==> src/rtl/rau_pkg.sv <==
// rau_pkg: shared types, opcodes and constants of the rational arithmetic unit
// depends on nothing
package rau_pkg;
	localparam int unsigned WordBitsDefault = 32;
	localparam int unsigned FieldBits = 32;
	localparam int unsigned WideBits = 64;

	typedef enum logic [1:0] {
		OP_NORM = 2'd0,
		OP_MUL  = 2'd1,
		OP_SUB  = 2'd2,
		OP_CMP  = 2'd3
	} op_t;

	typedef enum logic [1:0] {
		ST_OK       = 2'd0,
		ST_ZERO_DEN = 2'd1,
		ST_OVERFLOW = 2'd2
	} status_t;

	// payload of an input word and of a result word
	typedef struct packed {
		op_t                         op;
		logic signed [FieldBits-1:0] a_num;
		logic signed [FieldBits-1:0] a_den;
		logic signed [FieldBits-1:0] b_num;
		logic signed [FieldBits-1:0] b_den;
	} operand_t;

	typedef struct packed {
		logic signed [FieldBits-1:0] res_num;
		logic [FieldBits-2:0]        res_den;
		logic                        less;
		logic                        equal;
		logic                        greater;
		status_t                     status;
	} result_t;

	// datapath commands
	typedef enum logic [3:0] {
		CMD_NONE,
		CMD_LOAD,     // latch the operands
		CMD_MAG,      // sign and magnitudes of the selected operand
		CMD_RED_INIT, // x <- m, y <- d for the gcd
		CMD_REM_INIT, // start a remainder x % y
		CMD_REM_STEP, // one bit of restoring division
		CMD_REM_DONE, // x <- y, y <- remainder
		CMD_DIV_INIT, // start m / g
		CMD_DIV_M,    // last bit, m <- quotient, start d / g
		CMD_DIV_D,    // last bit, d <- quotient
		CMD_SAVE_A,   // canonical a saved
		CMD_SAVE_B,   // canonical b saved
		CMD_MUL1,     // first pair of products
		CMD_MUL2,     // second cross product
		CMD_COMBINE   // form the op's numerator and denominator
	} cmd_t;

	typedef struct packed {
		logic y_zero;
		logic step_last;
		logic zero_den;
	} dp_status_t;
endpackage

==> src/rtl/rau_ctrl.sv <==
// rau_ctrl: sequencer issuing datapath commands for one word at a time
// depends on rau_pkg
module rau_ctrl (
	input  logic                clk,
	input  logic                arst_n,
	input  logic                in_valid,
	output logic                in_ready,
	output logic                out_valid,
	input  logic                out_ready,
	input  rau_pkg::dp_status_t st,
	input  logic [1:0]          op,
	input  logic                ovf,
	output rau_pkg::cmd_t       cmd,
	output logic                sel_b,
	output logic                load_res,
	output rau_pkg::status_t    res_status,
	output logic                res_cmp
);
	typedef enum logic [3:0] {
		S_IDLE, S_CHECK, S_MAG, S_RINIT, S_GTEST, S_RSTEP, S_RDONE,
		S_DSTEP_M, S_DSTEP_D, S_DDONE, S_MUL1, S_MUL2, S_COMB, S_FIN, S_OUT
	} state_t;

	state_t state_q;
	logic [1:0] stage_q; // 0 a, 1 b, 2 result

	assign in_ready = (state_q == S_IDLE) || (state_q == S_OUT && out_ready);

	always_comb begin
		cmd = rau_pkg::CMD_NONE;
		sel_b = stage_q[0];
		load_res = 1'b0;
		case (state_q)
			S_IDLE, S_OUT: cmd = (in_valid && in_ready) ? rau_pkg::CMD_LOAD : rau_pkg::CMD_NONE;
			S_CHECK: cmd = rau_pkg::CMD_NONE;
			S_MAG: cmd = rau_pkg::CMD_MAG;
			S_RINIT: cmd = rau_pkg::CMD_RED_INIT;
			S_GTEST: cmd = st.y_zero ? rau_pkg::CMD_DIV_INIT : rau_pkg::CMD_REM_INIT;
			S_RSTEP, S_DSTEP_M, S_DSTEP_D: cmd = rau_pkg::CMD_REM_STEP;
			S_RDONE: cmd = rau_pkg::CMD_REM_DONE;
			S_DDONE: cmd = (stage_q == 2'd0) ? rau_pkg::CMD_SAVE_A :
				(stage_q == 2'd1) ? rau_pkg::CMD_SAVE_B : rau_pkg::CMD_NONE;
			S_MUL1: cmd = rau_pkg::CMD_MUL1;
			S_MUL2: cmd = rau_pkg::CMD_MUL2;
			S_COMB: cmd = rau_pkg::CMD_COMBINE;
			S_FIN: load_res = 1'b1;
			default: cmd = rau_pkg::CMD_NONE;
		endcase
		if (state_q == S_DSTEP_M && st.step_last) cmd = rau_pkg::CMD_DIV_M;
		if (state_q == S_DSTEP_D && st.step_last) cmd = rau_pkg::CMD_DIV_D;
	end

	always_ff @(posedge clk or negedge arst_n) begin
		if (!arst_n) begin
			state_q <= S_IDLE;
			out_valid <= 1'b0;
			stage_q <= 2'd0;
			res_status <= rau_pkg::ST_OK;
			res_cmp <= 1'b0;
		end else begin
			if (out_valid && out_ready) out_valid <= 1'b0;
			case (state_q)
				S_IDLE, S_OUT: begin
					if (state_q == S_OUT && out_ready) state_q <= S_IDLE;
					if (in_valid && in_ready) begin
						state_q <= S_CHECK;
						stage_q <= 2'd0;
					end
				end
				S_CHECK: begin
					if (st.zero_den) begin
						res_status <= rau_pkg::ST_ZERO_DEN;
						res_cmp <= 1'b0;
						state_q <= S_FIN;
					end else begin
						state_q <= S_MAG;
					end
				end
				S_MAG: state_q <= S_RINIT;
				S_RINIT: state_q <= S_GTEST;
				S_GTEST: state_q <= st.y_zero ? S_DSTEP_M : S_RSTEP;
				S_RSTEP: if (st.step_last) state_q <= S_RDONE;
				S_RDONE: state_q <= S_GTEST;
				S_DSTEP_M: if (st.step_last) state_q <= S_DSTEP_D;
				S_DSTEP_D: if (st.step_last) state_q <= S_DDONE;
				S_DDONE: begin
					if (stage_q == 2'd0 && op != rau_pkg::OP_NORM) begin
						stage_q <= 2'd1;
						state_q <= S_MAG;
					end else if (stage_q == 2'd2 || op == rau_pkg::OP_NORM) begin
						res_status <= ovf ? rau_pkg::ST_OVERFLOW : rau_pkg::ST_OK;
						res_cmp <= 1'b0;
						state_q <= S_FIN;
					end else begin
						state_q <= S_MUL1;
					end
				end
				S_MUL1: state_q <= S_MUL2;
				S_MUL2: begin
					if (op == rau_pkg::OP_CMP) begin
						res_status <= rau_pkg::ST_OK;
						res_cmp <= 1'b1;
						state_q <= S_FIN;
					end else begin
						state_q <= S_COMB;
					end
				end
				S_COMB: begin
					stage_q <= 2'd2;
					state_q <= S_RINIT;
				end
				S_FIN: begin
					out_valid <= 1'b1;
					state_q <= S_OUT;
				end
				default: state_q <= S_IDLE;
			endcase
		end
	end

	assert property (@(posedge clk) disable iff (!arst_n)
		(state_q == S_FIN) |=> out_valid)
		else $error("result not presented after finish");
	assert property (@(posedge clk) disable iff (!arst_n)
		out_valid |-> (state_q == S_OUT))
		else $error("result shown outside output state");
	assert property (@(posedge clk) disable iff (!arst_n)
		(state_q == S_FIN && res_cmp) |-> (res_status == rau_pkg::ST_OK))
		else $error("compare flagged an error");
endmodule

==> config.mk <==
export PLATFORM = sky130hd
export DESIGN_NAME = rau_ctrl
export DESIGN_NICKNAME = d
export VERILOG_FILES = /design/src/rtl/rau_pkg.sv /design/src/rtl/rau_ctrl.sv
export SDC_FILE = /design/constraint.sdc
export NUM_CORES = 1
export LEC_CHECK = 0
export BUFFER_PORTS_ARGS = -buffer_cell sky130_fd_sc_hd__buf_2
export CORE_MARGIN = 2
export CORE_UTILIZATION = 30
export CTS_BUF_LIST = sky130_fd_sc_hd__clkbuf_4 sky130_fd_sc_hd__clkbuf_8
export CTS_CLUSTER_DIAMETER = 40
export CTS_CLUSTER_SIZE = 16
export DETAILED_ROUTE_END_ITERATION = 8
export PLACE_DENSITY = 0.51
export SETUP_SLACK_MARGIN = 0.4
export SLEW_MARGIN = 30
export SYNTH_ARGS = -nofsm -noshare
export SYNTH_HDL_FRONTEND = slang
export SYNTH_SLANG_ARGS = --single-unit
export TNS_END_PERCENT = 20
==> constraint.sdc <==
create_clock -name clk -period 1.6 [get_ports clk]
set_clock_uncertainty 0.1 [all_clocks]
set_input_delay 0.24 -clock clk [delete_from_list [all_inputs] [get_ports clk]]
set_output_delay 0.24 -clock clk [all_outputs]
set_load 0.1 [all_outputs]
**Word-level counts from Yosys, hierarchy flattened**

Index checks and enable logic that the tools add are counted.

- Equality and inequality tests: 27
- Muxes and demuxes: 35
- Reduce and logical (&&, ||, !) cells: 22

Operators with widths:

| kind | count |
|---|---|
| $pmux 4 s12 | 1 |
| $mux 4 | 11 |
| $pmux 4 s10 | 1 |
| $eq 4x4->1 const B | 7 |
| $mux 2 | 9 |
| $ne 2x2->1 const B | 9 |
| $eq 4x3->1 const B | 4 |
| $pmux 2 s3 | 2 |
| $mux 1 | 9 |
| $eq 4x2->1 const B | 2 |
| $logic_and 1x1->1 | 6 |
| $reduce_bool 3->1 | 2 |
| $reduce_or 2->1 | 3 |
| $reduce_and 5->1 | 1 |
| $eq 2x2->1 const B | 2 |
| $eq 4x1->1 const B | 1 |
| $logic_not 2->1 | 2 |
| $logic_not 4->1 | 1 |
| $reduce_and 4->1 | 1 |
| $reduce_bool 2->1 | 2 |
| $mux 3 | 1 |
| $ne 3x3->1 const B | 1 |
| $pmux 1 s3 | 1 |
| $reduce_and 3->1 | 1 |
| 3 further kinds | 4 |

- Register bits after elaboration: 10
- Output and inout bits: 11
- Word-level logic and storage cells: 89

**Logic depth before layout (Yosys ltp)**

Gate-level depths: netlist (run 1).

- Depth after elaboration: 8
- Gate-level depth with buffers: 6
- Mapped depth without buffers: 4

**Worst setup path before layout (run 1)**

Ideal clock, no wire load.

- Path type: reg2out
- Start point: register state_q[2]
- End point: output port cmd[0]
- Arrival time: 4220 ps
- Setup slack: -2960 ps
- Stages on the path, launching flop included: 7
- Buffers on the path: 2
- Cell sequence: dfrtp_1 buf_6 clkbuf_1 or3_1 a21oi_1 nand2_1 a22oi_1

- Cells in the longest elaborated chain, start to end: 8
- Elaborated cells on any way between the ends: 24
- Classes of those cells: eq/ne (12); mux (4); reduce/logical (8)

Ends and longest elaborated chain:

| what | line | source |
|---|---|---|
| start, declared | rau_ctrl.sv:24 | `state_t state_q;` |
| start signal, assigned | rau_ctrl.sv:81 | `S_GTEST: state_q <= st.y_zero ? S_DSTEP_M : S_RSTEP;` |
| $eq 4x4->1 | rau_ctrl.sv:27 | `assign in_ready = (state_q == S_IDLE) \|\| (state_q == S_OUT && out_ready);` |
| $logic_and 1x1->1 | rau_ctrl.sv:27 |  |
| $logic_or 1x1->1 (*) | rau_ctrl.sv:27 |  |
| via in_ready | rau_ctrl.sv:7 | `output logic in_ready,` |
| $logic_and 1x1->1 (*) | rau_ctrl.sv:34 | `S_IDLE, S_OUT: cmd = (in_valid && in_ready) ? rau_pkg::CMD_LOAD : rau_pkg::CMD_NONE;` |
| $mux 1 (*) | rau_ctrl.sv:34 |  |
| $pmux 4 s10 (*) | rau_ctrl.sv:33 | `case (state_q)` |
| $mux 4 (*) | rau_ctrl.sv:49 | `if (state_q == S_DSTEP_M && st.step_last) cmd = rau_pkg::CMD_DIV_M;` |
| $mux 4 (*) | rau_ctrl.sv:50 | `if (state_q == S_DSTEP_D && st.step_last) cmd = rau_pkg::CMD_DIV_D;` |
| end, declared | rau_ctrl.sv:13 | `output rau_pkg::cmd_t cmd,` |

Mark *: on every way through the listed nets, which the timed path passes. The rest lies on a longest branch.

**Worst setup path in the final report (run 1)**

- Start point: register state_q[2]
- End point: output port cmd[0]

- Cells in the longest elaborated chain, start to end: 8
- Elaborated cells on any way between the ends: 24
- Classes of those cells: eq/ne (12); mux (4); reduce/logical (8)

Ends and longest elaborated chain:

| what | line |
|---|---|
| $eq 4x4->1 | rau_ctrl.sv:27, rau_ctrl.sv:33 |
| $logic_and 1x1->1 | rau_ctrl.sv:27 |
| $logic_or 1x1->1 | rau_ctrl.sv:27 |
| $logic_and 1x1->1 | rau_ctrl.sv:34 |
| $mux 1 | rau_ctrl.sv:34 |
| $pmux 4 s10 | rau_ctrl.sv:33 |
| $mux 4 | rau_ctrl.sv:49 |
| $mux 4 (*) | rau_ctrl.sv:50 |

Mark *: on every way between the ends. The rest lies on a longest branch, timed or not.

==> results.md, run 1 <==
- #FFs+latches synth: 10
- R2R cell count: 8
- DR pass1 iterations: 4
- Routability congestion estimate: 0.9023
- Clk slew on worst S/H paths: 0.07 ns
- Grt total ovfl: 0
- Sink Count: 10
- Number of core rows: 19
- Critical path's slowest cell: dfrtp_1
- Commonest cells after routing, fill and taps aside: buf_4 (38), buf_6 (13), nand2_1 (10), buf_12 (10), buf_2 (9)
- Placed insts: 199
- Fin cells: 215
- GRT Total Usage: 0.2073
- Die Area: 3385 µm²
- Fin. Hold Viols: 0
- Core Footprint: 2781 µm²
- Worst-margin pin slew: 0.4296 ns
- Crit path largest cell delay: 0.42 ns
- Critical path arrival: 1.69 ns
- Multi-input logic area: 726.9 µm²
- Number of global-route vias before repair: 1,148
- Crit path max fanout: 4
- Critical path, cell by cell: or3_4, a21oi_4, nand2_1, a22oi_2, buf_12
- # setup viols final: 15
- Worst EP required: 1.26 ns
- Reg area: 252.7 µm²
- Min-delay src: ovf
- Hold Crit Class: input port to flip-flop
- CTS root buffer: clkbuf_4
- EDFF count, synth: 0
- Max Slew Vio Count: 0
- Reg2reg start: state_q[2]
- Vias: 1,158
- Initial antenna violation count: 0
- Worst R2R End: stage_q[0]
- WL/cell: 15.48 µm
- Rel. slew slack: 0.7114
- Most common cell after layout, fill and taps aside: buf_4
- Yosys warnings: 0
- Bufs on Longest Clock Path: 2
- Critical path launch point type: flip-flop
- Worst Setup Slack, final: -0.4332 ns
- Clock latency at the later pin of the worst-skew pair: 0.28 ns
- Die H: 58.19 µm
- Worst hold path depth: 3
- Starting Density: 0.3167
- Hold Slack: 0.1034 ns
- Syn Std Cell Area: 880.8 µm²
- DP Wirelength: 2.337 mm
- Failing checks: negative setup slack
- Seq/Total Area, Yosys: 0.2841
- Initial DRC count: 14
- Area Overhead vs Synth: 102.1%
- Hold endpoint: res_status[1]
- Drc violations: 0
- Distinct cells, synth: 44
- Syn_area_per_cell: 7.593 µm²
- Status: complete, but fails checks
- Cts bufs inserted: 3
- Pin count of the biggest net entering global routing: 14
- Tmin final: 2.033 ns
- Part of the cycle the worst path needs: 1.271
- # fillers: 232
- CP Capture Type: primary output
- Fmax: 0.4918 GHz
- First-pass GRT wire length: 5.168 mm
- NumNets Final: 195
- RSZ-0062 raised after global routing: yes
- Ant diodes: 0
- IO Count: 21
- CTS tree: yes
- Final wirelength: 3.329 mm
- Kind of critical path: flip-flop to primary output
- Share of post-route cells with drive strength above 1: 0.5761
- Via density: 5.386
- H-tree depth: 1
- Async SR Flop Fraction: 1.000
- Post-Syn Nets: 126
- Input/output buffers: 20
- Synth Flop Type: dfrtp_1
- Die Wd: 58.19 µm
- Number of max-cap violations: 0
- FF-to-FF setup slack: -0.40 ns
- Post-Synthesis Cells: 116
- Post-route ant nets: 0
- TNS Setup: -5.061 ns
==> logic make-up after synthesis <==
logic type,count (synthesis),share of synthesized area
multiplexers,2,0.02840
AND/OR/NAND/NOR,53,0.3111
buffers and inverters,13,0.06959
AO/OA/AOI/OAI,38,0.3068
flip-flops,10,0.2841
==> synthesized netlist by cell type, types with 4 or more instances <==
master	instances	share of area
clkbuf_1	4	0.017
nor3_1	6	0.034
inv_1	5	0.021
o21ai_0	5	0.028
dfrtp_1	10	0.28
nor2b_1	4	0.028
a21oi_1	9	0.051
nand2b_1	4	0.028
o22ai_1	4	0.028
a2bb2oi_1	4	0.040
nor2_1	12	0.051
nand2_1	13	0.055
==> layer usage <==
layer / vias to the layer above / routed length (µm) / part of all wire / track usage
li1: 575 / - / - / -
met1: 548 / 1473 / 0.44 / 0.2503
met2: 24 / 1656 / 0.50 / 0.3474
met3: 11 / 103 / 0.031 / 0.05580
met4: 0 / 95 / 0.029 / 0.08638
met5: - / 0 / 0 / 0
==> cell type report <==
type,count,share of cell area
Multi-Input combinational cell,93,0.4083
Inverter,5,0.01335
Sequential cell,10,0.1420
Clock buffer,4,0.02038
Timing Repair Buffer,72,0.3942
Tap cell,31,0.02178
==> registers in the layout, indices dropped and copies added (netlist names) <==
name        cells
res_status      2
stage_q         2
out_valid       1
res_cmp         1
state_q         4
==> worst max path at each step <==
stage	startpoint	endpoint	slack [ns]	cells after the start
after floorplan	state_q[2]	cmd[0]	-1.37	6
after detailed placement	state_q[2]	stage_q[0]	-0.24	6
after global routing	state_q[2]	cmd[1]	-0.52	8
after CTS	state_q[1]	cmd[0]	-0.46	5
final	state_q[2]	cmd[0]	-0.43	5
after global placement	state_q[2]	stage_q[0]	-0.21	6
==> worst max-delay path, delay by kind of cell, from the launching register on <==
| family | cells | cell delay [ns] |
|---|---|---|
| AND/OR/NAND/NOR | 2 | 0.49 |
| flip-flops | 1 | 0.42 |
| AO/OA/AOI/OAI | 2 | 0.30 |
| buffers and inverters | 1 | 0.20 |
==> stage by stage <==
step / instance area, µm² / worst slack, ns / util
finish: 1780 / -0.4332 / 0.6401
global route: 1780 / -0.5192 / 0.6401
CTS: 1709 / -0.4552 / 0.6145
detailed placement: 1433 / -0.2394 / 0.5151
global placement: 1433 / -0.2128 / 0.5151
floorplan: 969.7 / -1.372 / -
==> timing repair <==
| action | CTS | global route |
|---|---|---|
| setup endpoints to repair | 21 | 21 |
| resized for setup | 50 | 11 |
| setup buffers | 7 | 4 |
| hold buffers | 1 | 0 |
| pin swaps | 8 | 7 |
| endpoints found under the hold margin | 10 | 0 |
Power of run 1 is left out: the tool's default activity adds up to more than one toggle a clock period on the data nets, which glitch-free logic cannot reach.
==> run 2: changes to the inputs <==
CTS_BUF_LIST = sky130_fd_sc_hd__clkbuf_8   (was sky130_fd_sc_hd__clkbuf_4 sky130_fd_sc_hd__clkbuf_8)
==> run 2 against run 1 <==
Sequential share of layout area is 0.12 points lower. Worst setup slack improved by 0.038 ns. Cell count did not move. The run still ends with negative setup slack left. Highest routed layer unchanged. Via count fell by 2.1%. Sequential cell count did not move.
==> results.md, run 2 (synthesis gave the netlist of run 1 again) <==
- Status: complete, but fails checks
- Failing checks: negative setup slack
- WL/cell: 15.90 µm (+2.7%)
- Input/output buffers: 20 (unchanged)
- Cts bufs inserted: 3 (unchanged)
- GRT met1 Usage: 0.2545 (+0.004149)
- NumNets Final: 195 (unchanged)
- Most common cell after layout, fill and taps aside: buf_4
- GRT busiest layer: met2
- Worst hold path depth: 3 (unchanged)
- Met2 usage: 0.3474 (unchanged)
- Sink Count: 10 (unchanged)
- Critical path launch point type: flip-flop
- Post-route ant nets: 0 (unchanged)
- First-pass GRT wire length: 5.161 mm (-0.14%)
- Initial antenna violation count: 0 (unchanged)
- IO Count: 21 (unchanged)
- Routability congestion estimate: 0.9023 (unchanged)
- Worst EP required: 1.26 ns (about the same)
- Worst R2R End: stage_q[0]
- CTS tree: yes
- Clock latency at the later pin of the worst-skew pair: 0.24 ns (-0.04 ns)
- Fin. Hold Viols: 0 (unchanged)
- RSZ-0062 raised after global routing: yes
- CTS root buffer: clkbuf_8
- DP Wirelength: 2.337 mm (unchanged)
- Die H: 58.19 µm (unchanged)
- Critical path arrival: 1.66 ns (-0.03 ns)
- TNS Setup: -4.658 ns (+0.4034 ns)
- Worst-margin pin slew: 0.4454 ns (+0.01578 ns)
- CP Capture Type: primary output
- Number of global-route vias before repair: 1,122 (-2.3%)
- Pre-CTS setup slack: -0.2394 ns (unchanged)
- Part of the cycle the worst path needs: 1.247 (-0.02347)
- Die Wd: 58.19 µm (unchanged)
- Max reg flops: 4 (unchanged)
- Ant diodes: 0 (unchanged)
- Critical path, cell by cell: or3_4, a21oi_4, nand2_1, a22oi_2, buf_12
- H-tree depth: 1 (unchanged)
- Final wirelength: 3.419 mm (+2.7%)
- Tmin final: 1.996 ns (-0.03755 ns)
- Crit path max fanout: 8 (+4)
- Bufs on Longest Clock Path: 2 (unchanged)
- Share of post-route cells with drive strength above 1: 0.5598 (-0.01630)
- Number of core rows: 19 (unchanged)
- FF-to-FF setup slack: -0.37 ns (+0.03 ns)
- Core Footprint: 2781 µm² (unchanged)
- Initial DRC count: 14 (unchanged)
- Die Area: 3385 µm² (unchanged)
- # fillers: 229 (-1.3%)
- Max Slew Vio Count: 0 (unchanged)
- Drc violations: 0 (unchanged)
- Fmax: 0.5011 GHz (+1.9%)
- Delay-heaviest family, CP: flip-flops
- Pin count of the biggest net entering global routing: 14 (unchanged)
- Met3 usage: 0.05357 (-0.002232)
- Hold endpoint: res_status[1]
- Reg2reg start: state_q[2]
- Grt total ovfl: 0 (unchanged)
- Largest registers: state_q x4, res_status x2, stage_q x2
- # setup viols final: 15 (unchanged)
- Clk slew on worst S/H paths: 0.05 ns (-0.02 ns)
- Worst Setup Slack, final: -0.3956 ns (+0.03755 ns)
- GRT Total Usage: 0.2055 (-0.001860)
- Number of max-cap violations: 0 (unchanged)
- Min-delay src: ovf
- Most flop-heavy register: state_q
- Crit path largest cell delay: 0.47 ns (+0.05 ns)
- Crit path buffers/inverters: 1 (unchanged)
- Vias: 1,134 (-2.1%)
- Starting Density: 0.3167 (unchanged)
- Kind of critical path: flip-flop to primary output
- Commonest cells after routing, fill and taps aside: buf_4 (34), buf_6 (20), nor2_1 (9), nand2_1 (9), buf_2 (9)
- Rel. slew slack: 0.7008 (-0.01060)
- Area Overhead vs Synth: 103.8%
- Via density: 5.274 (-2.1%)
- Critical path's slowest cell: dfrtp_2
- Hold Crit Class: input port to flip-flop
- DR pass1 iterations: 4 (unchanged)
- R2R cell count: 8 (unchanged)
==> run 2: cell types whose count changed in the layout (fill, tap and decap cells not counted), moves of 2 or more <==
cell and delta:
buf_6 +7, buf_4 -4, buf_12 -3, clkbuf_4 -3, clkbuf_8 +3, nor3_1 +2, nor3_2 -2
==> run 2: final cells by class <==
class | count | area, µm² | area share
multi-input cells | 93 | 734.5 | 0.4091
repair buffers | 72 | 690.7 | 0.3847
flip-flops and latches | 10 | 252.7 | 0.1408
clock buffers | 4 | 55.05 | 0.03066
well taps | 31 | 38.79 | 0.02160
inverters | 5 | 23.77 | 0.01324
==> run 2: routing by layer <==
metal,wire length (µm),up-vias,share of wire
met5,0,-,0
met4,37,0,0.011
met3,88,4,0.026
met2,1783,20,0.52
met1,1508,544,0.44
li1,-,566,-
==> run 2: repair_timing <==
action / in CTS / in global routing
gates resized for setup: 43 / 16
hold buffers: 1 / 0
setup buffers: 7 / 4
pin swaps: 8 / 10
hold endpoints to repair: 10 / 0
setup endpoints to repair: 21 / 18
==> run 2: worst max path at each step <==
stage / startpoint / cells past startpoint / end
3_3_place_gp: state_q[2] / 6 / stage_q[0]
3_5_place_dp: state_q[2] / 6 / stage_q[0]
4_1_cts: state_q[1] / 5 / cmd[0]
6_report: state_q[1] / 5 / cmd[0]
5_1_grt: state_q[2] / 8 / cmd[1]
2_1_floorplan: state_q[2] / 6 / cmd[0]
==> run 2: stage by stage <==
stage          instance area [µm²]  hold WS (ns)  utilization  std cells
2_1_floorplan                969.7       -0.1556            -        116
3_3_place_gp                  1433       0.02630       0.5151        199
3_5_place_dp                  1433       0.02748       0.5151        199
4_1_cts                       1698        0.1388       0.6104        211
5_1_grt                       1795        0.1568       0.6455        215
6_report                      1795        0.1479       0.6455        215
==> run 2: tightest hold or removal path, stage by stage <==
cell and delay [ns]:
buf_2 0.11, nand2_2 0.04, mux2i_1 0.05
Power of run 2 is left out for the same reason.
==> run 3: changes to the inputs <==
PLACE_DENSITY = 0.49   (was 0.51)
clock period = 2.25 ns   (was 1.6 ns; I/O delays follow)
==> run 3 against run 2 <==
The flow now finishes without violations. Critical path depth grew 1. Register-to-register slack gained 0.55 ns. Hold slack gained 0.078 ns. Worst setup slack gained 0.57 ns. Global-route usage shrank 2.4 points. Via count shrank 9.3%. Sequential cell count is the same. Sequential share of layout area grew 5.2 points. First-iteration DRC count grew to 2.8 times the previous value. Routed wire length shrank 20%. Clock-buffer cell count is the same. Critical endpoint is now state_q[1]. Largest cell class unchanged.
==> results.md, run 3 (synthesis gave the netlist of run 1 again) <==
- Hold Crit Class: input port to flip-flop
- Die H: 58.19 µm (unchanged)
- Area Overhead vs Synth: 49.29%
- Most flop-heavy register: state_q
- Max Slew Vio Count: 0 (unchanged)
- Most common cell after layout, fill and taps aside: buf_4
- CTS tree: yes
- Number of core rows: 19 (unchanged)
- DP Wirelength: 1.947 mm (-17%)
- Input/output buffers: 20 (unchanged)
- Pre-CTS setup slack: 0.1684 ns (+0.4078 ns)
- Placed insts: 165 (-17%)
- DR pass1 iterations: 4 (unchanged)
- Fin. Hold Viols: 0 (unchanged)
- Final wirelength: 2.752 mm (-20%)
- Initial antenna violation count: 0 (unchanged)
- Tmin final: 2.071 ns
- CP Capture Type: flip-flop
- Grt total ovfl: 0 (unchanged)
- GRT Total Usage: 0.1816 (-0.02388)
- Pin count of the biggest net entering global routing: 14 (unchanged)
- CTS root buffer: clkbuf_8
- Drc violations: 0 (unchanged)
- First-pass GRT wire length: 4.602 mm (-11%)
- Worst Setup Slack, final: 0.1788 ns (+0.5744 ns)
- Fmax: 0.4828 GHz
- Die Area: 3385 µm² (unchanged)
- Worst EP required: 2.27 ns (+1.01 ns)
- IO Count: 21 (unchanged)
- Sink Count: 10 (unchanged)
- Largest registers: state_q x4, res_status x2, stage_q x2
- Core Footprint: 2781 µm² (unchanged)
- Crit path max fanout: 7 (-1)
- Multi-input logic area: 624.3 µm² (-15%)
- Number of global-route vias before repair: 1,035 (-7.8%)
- Status: finished, final reports clean
- NumNets Final: 160 (-18%)
- Post-route ant nets: 0 (unchanged)
- Rel. slew slack: 0.6760 (-0.02479)
- Final design utilization: 0.4728 (-0.1727)
- H-tree depth: 1 (unchanged)
- Hold Slack: 0.2258 ns (+0.07792 ns)
- Fin cells: 180 (-16%)
- Part of the cycle the worst path needs: 0.9206
- Initial DRC count: 39 (+25)
- Worst-margin pin slew: 0.4894 ns (+0.04398 ns)
- Die Wd: 58.19 µm (unchanged)
- Reg area: 254.0 µm² (+0.50%)
- Vias: 1,029 (-9.3%)
- Commonest cells after routing, fill and taps aside: buf_4 (15), buf_2 (14), nand2_1 (13), nor2_1 (12), a21oi_1 (8)
- Ant diodes: 0 (unchanged)
- # setup viols final: 0 (-15)
- Share of post-route cells with drive strength above 1: 0.3826 (-0.1772)
- Clock latency at the later pin of the worst-skew pair: 0.24 ns (about the same)
- Routability congestion estimate: 0.8768 (-2.8%)
- # fillers: 261 (+14%)
- RSZ-0062 raised after global routing: yes
- Starting Density: 0.3167 (unchanged)
- Clk slew on worst S/H paths: 0.05 ns (about the same)
- Bufs on Longest Clock Path: 2 (unchanged)
- Via density: 5.717 (+8.4%)
- Critical path launch point type: flip-flop
- WL/cell: 15.29 µm (-3.9%)
- Number of max-cap violations: 0 (unchanged)
- Max reg flops: 4 (unchanged)
- Kind of critical path: flip-flop to flip-flop
- Cts bufs inserted: 3 (unchanged)
- Critical path arrival: 2.09 ns (+0.43 ns)
==> run 3: cell count changes in the layout (fill, tap and decap cells not counted), moves of 2 or more <==
| cell | change |
|---|---|
| buf_4 | -19 |
| buf_6 | -19 |
| buf_2 | +5 |
| nand2_1 | +4 |
| nand2_2 | -3 |
| nor2_1 | +3 |
| nor2_4 | -3 |
| o21ai_0 | +3 |
| o21ai_1 | -3 |
| o22ai_4 | -2 |
==> run 3: timing repair <==
item                                   CTS  global route
hold buffers                             1             0
cloned                                   0             0
gates resized for setup                  4             6
setup endpoints to repair               12            15
endpoints found under the hold margin   10             0
setup buffers                            7             3
pin swaps                                2             1
==> run 3: critical path: stages (launching register included) <==
cell and delay [ns]:
dfrtp_2 0.45, buf_4 0.18, buf_4 0.13, or4_4 0.50, a21oi_2 0.18, a31oi_2 0.09, mux2_4 0.33
==> run 3: cell type report <==
class | count | share of cell area
timing repair buffer | 37 | 0.2464
sequential | 10 | 0.1931
tap | 31 | 0.02950
inverter | 5 | 0.01427
clock buffer | 4 | 0.04186
multi-input combinational | 93 | 0.4748
==> run 3: stage by stage <==
stage / instance area (µm²) / TNS [ns]
after floorplan: 918.4 / -2.501
after global placement: 1140 / 0
after CTS: 1267 / 0
after detailed placement: 1140 / 0
after global routing: 1315 / 0
final: 1315 / 0
==> run 3: path summary, 6_finish.rpt <==
kind	start	depth (start not counted)	to	slack (ns)
max reg2reg	state_q[1]	6	state_q[1]	0.18
min	ovf	3	res_status[1]	0.23
min in group asynchronous	arst_n	2	stage_q[0]	0.40
max in group asynchronous	arst_n	2	state_q[1]	1.42
min reg2reg	res_status[1]	2	res_status[1]	0.42
max	state_q[1]	6	state_q[1]	0.18
==> run 3: per-layer routing <==
metal | share of wire | up-vias | global-route usage
met5 | 0 | - | 0
met4 | 0.024 | 0 | 0.07973
met3 | 0.073 | 8 | 0.06473
met2 | 0.49 | 41 | 0.2938
met1 | 0.41 | 488 | 0.2166
li1 | - | 492 | -
Power of run 3 is left out for the same reason.
